## src/sv/arc_ram.sv

```systemverilog
// ----------------------------------------------------------------------------
// arc_ram
// Generic single-port-write, single-port-read RAM with registered read data.
// ----------------------------------------------------------------------------
module arc_ram #(
    parameter int WIDTH  = 26,
    parameter int DEPTH  = 20,
    parameter int ADDR_W = 5
) (
    input  logic              i_clk,
    input  logic              i_we,
    input  logic [ADDR_W-1:0] i_waddr,
    input  logic [WIDTH-1:0]  i_wdata,
    input  logic              i_re,
    input  logic [ADDR_W-1:0] i_raddr,
    output logic [WIDTH-1:0]  o_rdata
);

    logic [WIDTH-1:0] r_mem [DEPTH];
    logic [WIDTH-1:0] r_rdata;

    always_ff @(posedge i_clk) begin
        if (i_we) begin
            r_mem[i_waddr] <= i_wdata;
        end
        if (i_re) begin
            r_rdata <= r_mem[i_raddr];
        end
    end

    assign o_rdata = r_rdata;

endmodule

```

## config.mk

```make
export PLATFORM = sky130hd
export DESIGN_NAME = arc_ram
export DESIGN_NICKNAME = d
export VERILOG_FILES = /design/src/sv/arc_ram.sv
export SDC_FILE = /design/constraint.sdc
export NUM_CORES = 1
export LEC_CHECK = 0
export BUFFER_PORTS_ARGS = -buffer_cell sky130_fd_sc_hd__buf_2
export CORE_MARGIN = 1
export CORE_UTILIZATION = 40
export CTS_CLUSTER_DIAMETER = 60
export DETAILED_ROUTE_END_ITERATION = 8
export SETUP_SLACK_MARGIN = 0.5
export SYNTH_ARGS = -nofsm -noshare
export SYNTH_HDL_FRONTEND = slang
export SYNTH_SLANG_ARGS = --single-unit
```

## constraint.sdc

```tcl
create_clock -name i_clk -period 2.55 [get_ports i_clk]
set_clock_uncertainty 0.2 [all_clocks]
set_input_delay 0.1275 -clock i_clk [delete_from_list [all_inputs] [get_ports i_clk]]
set_output_delay 0.1275 -clock i_clk [all_outputs]
set_load 0.1 [all_outputs]
```

==> results of run 1 <==
==> power breakdown <==
group,internal (mW),leakage (nW),switching [mW]
sequential,10.0,4.94,0.0392
combinational,0.366,2.58,0.823
clock,5.06,0.910,3.31
total,15.5,8.44,4.17
==> cell usage in the layout, fill, tap and decap left out, drive strengths merged, types with 3 or more instances in the layout <==
cell type	n
buf	121
nand2	54
a22oi	26
a21oi	26
clkinv	23
bufinv	10
or3b	3
a211oi	26
edfxtp	546
mux2	27
nor2	48
nand3b	3
mux2i	181
clkinvlp	6
nor2b	3
o22ai	25
clkbuf	60
nand3	53
mux4	26
dlygate4sd3	30
==> per-layer routing <==
metal	track usage (%)	up-vias	share of wire [%]
met4	4.26	0	1.9
li1	-	4748	-
met2	30.6	233	51
met3	3.01	71	4.2
met1	23.7	5481	43
met5	0	-	0
==> synth_stat cells, types with 19 or more instances <==
cell type	instances	area [um2]
edfxtp_1	546	16400
mux2i_1	181	1810
nand2_1	53	199
nand3_1	53	265
nor2_1	47	176
a21oi_1	26	130
a22oi_1	26	195
mux4_2	26	586
o22ai_1	25	156
buf_6	20	225
a211oi_2	19	238
buf_2	19	95.1
==> registers in the layout, summed over array words and instances, names as in the netlist <==
| name | count |
|---|---|
| r_mem | 520 |
| o_rdata | 26 |
==> final cells by class <==
class,count,area (um2)
repair buffers,151,1320
fillers,4299,26800
clock inverters,40,455
flip-flops and latches,546,16400
clock buffers,60,1440
well taps,680,851
multi-input cells,511,4450
==> what timing repair did <==
item | 4_1_cts | 5_1_grt
hold endpoints to repair | 533 | 0
setup endpoints to repair | 0 | 0
hold buffers | 30 | 0
==> per-stage QoR <==
stage | cell area (um2) | setup WS, ps | std cells
finish | 24900 | 565 | 1988
global route | 24900 | 501 | 1988
CTS | 24900 | 575 | 1988
detailed placement | 22700 | 488 | 1858
global placement | 22700 | 501 | 1858
floorplan | 21100 | 229 | 1114
==> cell families (layout without fill, tap and decap cells) <==
| logic type | Yosys count | after routing | synth area share [%] |
|---|---|---|---|
| and+or+nand+nor | 173 | 173 | 3.85 |
| muxes | 234 | 234 | 12.8 |
| buffers and inverters | 57 | 251 | 2.07 |
| DFF | 546 | 546 | 77.6 |
| AOI/OAI and AO/OA | 104 | 104 | 3.70 |
==> worst max-delay path by stage <==
stage / startpoint / end / cells after the start
CTS: r_mem[19][24]$_DFFE_PP_ / o_rdata[24]$_DFFE_PP_ / 4
detailed placement: i_waddr[0] / r_mem[6][0]$_DFFE_PP_ / 4
global placement: i_waddr[0] / r_mem[6][25]$_DFFE_PP_ / 4
finish: r_mem[19][24]$_DFFE_PP_ / o_rdata[24]$_DFFE_PP_ / 4
floorplan: i_waddr[1] / r_mem[12][0]$_DFFE_PP_ / 2
global route: r_mem[19][24]$_DFFE_PP_ / o_rdata[24]$_DFFE_PP_ / 4
==> worst register-to-register path: cells and delay by family (launching register included) <==
family        cells  cell delay (ps)
buf+inv           1              550
flops             1              350
simple gates      2              150
mux               1              470
==> impl_metrics.csv, run 1 <==
group,metric,value,unit
clock_tree,clock_latency,590,ps
floorplanning,die_y,232,um
floorplanning,rows,83,
sta,relSlewSlack,59.6,%
hold_path,holdPathEnd,"o_rdata[9]$_DFFE_PP_",
final_layout,diodes,0,
critical_path,r2r_start,"r_mem[19][24]$_DFFE_PP_",
hold_path,holdPathStages,5,
run,cap_violations,0,
routing,wl,47.2,mm
power_and_ir_drop,power_density,788,mW/mm2
sta,max_freq,504,MHz
critical_path,path_buf_inv,1,
sta,final_hold_viol_count,0,
floorplanning,die_w,232,um
global_route,antenna_found_initial,0,
global_route,gr-usage-all-layers,17.9,%
floorplanning,pin_count,65,
sta,min_period,1990,ps
clock_tree,cts_root_buf,"clkbuf_16",
yosys,ys.flop_type,"edfxtp_1",
final_layout,final_layout_size_suffix_gt1_share,22.4,%
critical_path,critPathLaunchType,"flip-flop",
yosys,synthCells,1114,
yosys,synth_nets,1153,
routing,via_count,10500,
floorplanning,start_util,40.9,%
floorplanning,die_area,0.0537,mm2
critical_path,crit_family,"buffers and inverters",
place,port_buffers,64,
yosys,ys_async_sr_fraction,0,%
clock_tree,cts_max_level,2,
sta,fin_hold_ws,64.2,ps
clock_tree,cts_setup_buffers,0,
critical_path,end_kind,"flip-flop",
routing,viasPerCell,5.30,
sta,drv_slew,0,
critical_path,crit_chain,"mux4_2, nand2_1, dlygate4sd3_1, nand3_1",
sta,worst_pin_slew,603,ps
global_route,overflow,0,
floorplanning,coreArea,0.0517,mm2
yosys,synth_edf_count,546,
critical_path,cp.required,2690,ps
yosys,ys_types,35,
global_route,grt_max_degree,43,
global_route,grt_pass1_wl,69.9,mm
global_route,grt_pass1_vias,10700,
critical_path,path_max_fanout,1,
critical_path,crit_type,"flip-flop to flip-flop",
place,finalWeightedCongestion,0.741,
sta,rsz0062_at_grt,"false",
status,run_status,"finished, final reports clean",
clock_tree,clock_sinks,546,
clock_tree,cts_resized,0,
routing,route.detailed.drc,0,
routing,detailedRoute.firstIterationViolations,808,
yosys,ys_ff_latch,546,
critical_path,r2r_slack,560,ps
hold_path,hold_path.class,"input pin to flip-flop",
clock_tree,path_clk_slew,60,ps
power_and_ir_drop,ir_drop,0.000505,V
clock_tree,cts_tree,"yes",
yosys,ys_seq_area_share,77.6,%
final_layout,fin_util,48.2,%
sta,fin_crit_sh,77.9,%
critical_path,r2r_cells,4,
hold_path,min_from,"i_raddr[0]",
routing,wire_per_inst,23.7,um
routing,drtPass1Iterations,5,
yosys,synth_warnings,0,
clock_tree,cts_buffer_depth,3,
critical_path,slowest_stage,"dlygate4sd3_1",
place,hpwlAfterDp,26.1,mm
clock_tree,numCtsBuffers,54,
routing,antenna_left,0,
power_and_ir_drop,p_leak,8.44,nW
power_and_ir_drop,total_power,19.6,mW
sta,finalSetupViolCount,0,
critical_path,r2r-end,"o_rdata[24]$_DFFE_PP_",
yosys,synth_area,0.0211,mm2
critical_path,arrival,2130,ps
yosys,avgSynthCellArea,19.0,um2
final_layout,fin_nets,1303,
final_layout,syn_to_final_growth,17.9,%
critical_path,cpPeakStageDelay,550,ps
sta,setup_tns,0,ps
No activity file was read; power rests on OpenSTA's default activity.
==> run 2: changes to the inputs <==
--- a/config.mk
+++ b/config.mk
@@ -5,6 +5,7 @@
 export SDC_FILE = /design/constraint.sdc
 export NUM_CORES = 1
 export LEC_CHECK = 0
+export ABC_AREA = 1
 export BUFFER_PORTS_ARGS = -buffer_cell sky130_fd_sc_hd__buf_2
 export CORE_MARGIN = 1
 export CORE_UTILIZATION = 40
==> constraint.sdc (replaced) <==
create_clock -name i_clk -period 1.9 [get_ports i_clk]
set_clock_uncertainty 0.2 [all_clocks]
set_input_delay 0.095 -clock i_clk [delete_from_list [all_inputs] [get_ports i_clk]]
set_output_delay 0.095 -clock i_clk [all_outputs]
set_load 0.1 [all_outputs]
==> run 2 against run 1 <==
  * The flow now finishes with violations (hold timing)
  * Design area up 4.2%
  * Core utilization up 0.73 points
  * Combinational power up 71%
  * Largest cell class unchanged
  * Power up 32%
==> impl_metrics.csv, run 2 <==
group,metric,value,unit
floorplanning,rows,84,
sta,worst_pin_slew,591,ps
place,place_area,0.0236,mm2
floorplanning,start_util,40.9,%
yosys,synth_area_leaders,"edfxtp_1 76%, nand2_1 11%, nand3_1 7.4%, nor2_1 1.2%, o21ai_0 1.1%",
clock_tree,numCtsBuffers,52,
final_layout,layout_common_cells,"607 x nand2_1, 546 x edfxtp_1, 282 x nand3_1",
clock_tree,cts_tree,"yes",
floorplanning,pin_count,65,
floorplanning,die_area,0.0552,mm2
run,cap_violations,0,
sta,relSlewSlack,60.6,%
status,violations,"hold timing",
yosys,ys_ff_latch,546,
yosys,ys_async_sr_fraction,0,%
critical_path,path_buf_inv,1,
yosys,ys.flop_type,"edfxtp_1",
critical_path,r2r_start,"r_mem[9][7]$_DFFE_PP_",
yosys,synth_area,0.0217,mm2
yosys,ys_seq_area_share,75.6,%
routing,viasPerCell,5.38,
routing,route.detailed.drc,0,
power_and_ir_drop,ir_drop,0.000712,V
global_route,antenna_found_initial,0,
routing,antenna_left,0,
critical_path,crit_family,"flip-flops",
hold_path,min_from,"i_waddr[4]",
global_route,grt_pass1_vias,13600,
clock_tree,clock_sinks,546,
global_route,gr-usage-all-layers,20.6,%
yosys,synth.top_cell.area_share,75.6,%
place,port_buffers,64,
critical_path,r2r_slack,470,ps
routing,drtPass1Iterations,6,
critical_path,slowest_stage,"edfxtp_1",
routing,via_count,14000,
clock_tree,path_clk_slew,60,ps
global_route,overflow,0,
place,hpwlAfterDp,30.6,mm
yosys,avgSynthCellArea,12.3,um2
hold_path,hold_path.class,"input pin to flip-flop",
yosys,synthCells,1758,
critical_path,end_kind,"primary output",
final_layout,nFillCells,4564,
yosys,ys_types,17,
final_layout,final_common_cell,"nand2_1",
yosys,synth_nets,1797,
sta,min_period,1660,ps
routing,wire_per_inst,21.9,um
critical_path,arrival,1370,ps
critical_path,path_max_fanout,1,
critical_path,cp.required,1600,ps
sta,final_hold_viol_count,7,
clock_tree,clock_latency,600,ps
routing,wl,56.8,mm
sta,setup_tns,0,ps
final_layout,final_layout_size_suffix_gt1_share,15.1,%
clock_tree,cts_setup_buffers,0,
yosys,synth_most_common_cell,"nand2_1",
yosys,synth_common_cells,"624 x nand2_1, 546 x edfxtp_1, 321 x nand3_1",
sta,fin_crit_sh,87.6,%
sta,finalSetupViolCount,0,
floorplanning,die_y,235,um
yosys,synth_edf_count,546,
clock_tree,cts_max_level,2,
final_layout,largest_reg_flops,520,
sta,max_freq,601,MHz
critical_path,r2r-end,"o_rdata[7]$_DFFE_PP_",
routing,detailedRoute.firstIterationViolations,1560,
clock_tree,cts_hold_buf,31,
critical_path,r2r_cells,8,
critical_path,cpPeakStageDelay,530,ps
clock_tree,cts_buffer_depth,3,
final_layout,final_area,0.0260,mm2
place,finalWeightedCongestion,0.762,
critical_path,crit_chain,"buf_8",
sta,rsz0062_at_grt,"true",
sta,fin_hold_ws,-123,ps
sta,drv_slew,0,
floorplanning,coreArea,0.0531,mm2
final_layout,syn_to_final_growth,19.6,%
yosys,synth.largest_area_cell,"edfxtp_1",
critical_path,critPathCapture,"o_rdata[6]",
critical_path,critPathLaunchType,"flip-flop",
final_layout,fin_nets,1906,
global_route,grt_max_degree,88,
global_route,grt_pass1_wl,85.0,mm
status,run_status,"finished with violations",
critical_path,cp.depth,1,
critical_path,startpoint,"o_rdata[6]$_DFFE_PP_",
power_and_ir_drop,power_density,996,mW/mm2
yosys,synth_warnings,0,
final_layout,regMostFlops,"r_mem",
critical_path,crit_type,"flip-flop to primary output",
floorplanning,die_w,235,um
power_and_ir_drop,p_leak,9.27,nW
final_layout,diodes,0,
clock_tree,cts_root_buf,"clkbuf_16",
-- run 2: how the worst min path moves through the flow --
stage	endpoint	slack, ps	cells after the start
final	r_mem[19][7]$_DFFE_PP_	-120	3
after global routing	r_mem[19][7]$_DFFE_PP_	-120	3
after CTS	r_mem[19][7]$_DFFE_PP_	-150	3
after detailed placement	r_mem[15][15]$_DFFE_PP_	310	1
after global placement	r_mem[14][4]$_DFFE_PP_	310	1
after floorplan	r_mem[0][0]$_DFFE_PP_	-6	0
-- run 2: metal layers --
metal | up-vias | track usage [%] | wire length (um)
li1 | 6430 | - | -
met1 | 6927 | 28.4 | 24400
met2 | 513 | 33.8 | 27100
met3 | 93 | 2.62 | 3780
met4 | 0 | 6.60 | 1510
met5 | - | 0 | 0
-- run 2: stage by stage --
stage | instances | setup WS [ps] | utilization, % | total power [mW]
floorplan | 1758 | 479 | - | 15.0
global placement | 2470 | 160 | 44.4 | 15.6
detailed placement | 2470 | 151 | 44.4 | 15.7
CTS | 2593 | 200 | 48.6 | 26.0
global route | 2593 | 232 | 48.9 | 26.6
finish | 2593 | 236 | 48.9 | 25.8
-- run 2: kinds of logic (layout without fill, tap and decap cells) --
logic type,after synthesis,count (layout),share of synthesized area [%]
AND/OR/NAND/NOR,1017,1017,19.5
AO/OA/AOI/OAI,78,78,1.95
flip-flops,546,546,75.6
buffers and inverters,117,264,3.01
-- run 2: cell type report --
cell class | count | area [um2] | share of cell area (%)
Sequential cell | 546 | 16400 | 63.2
Multi-Input combinational cell | 1095 | 5090 | 19.6
Timing Repair Buffer | 162 | 1880 | 7.24
Clock buffer | 57 | 1340 | 5.17
Tap cell | 688 | 861 | 3.32
Clock inverter | 35 | 320 | 1.23
Inverter | 10 | 63.8 | 0.246
-- run 2: timing repair --
item,CTS,global route
endpoints found under the hold margin,608,7
setup endpoints to repair,32,52
pin swaps,22,74
resized for setup,66,42
-- run 2: where the power goes --
part | internal (mW) | switching (mW) | total, mW
Combinational | 0.592 | 1.44 | 2.03
Sequential | 13.5 | 0.0787 | 13.5
Clock | 5.87 | 4.41 | 10.3
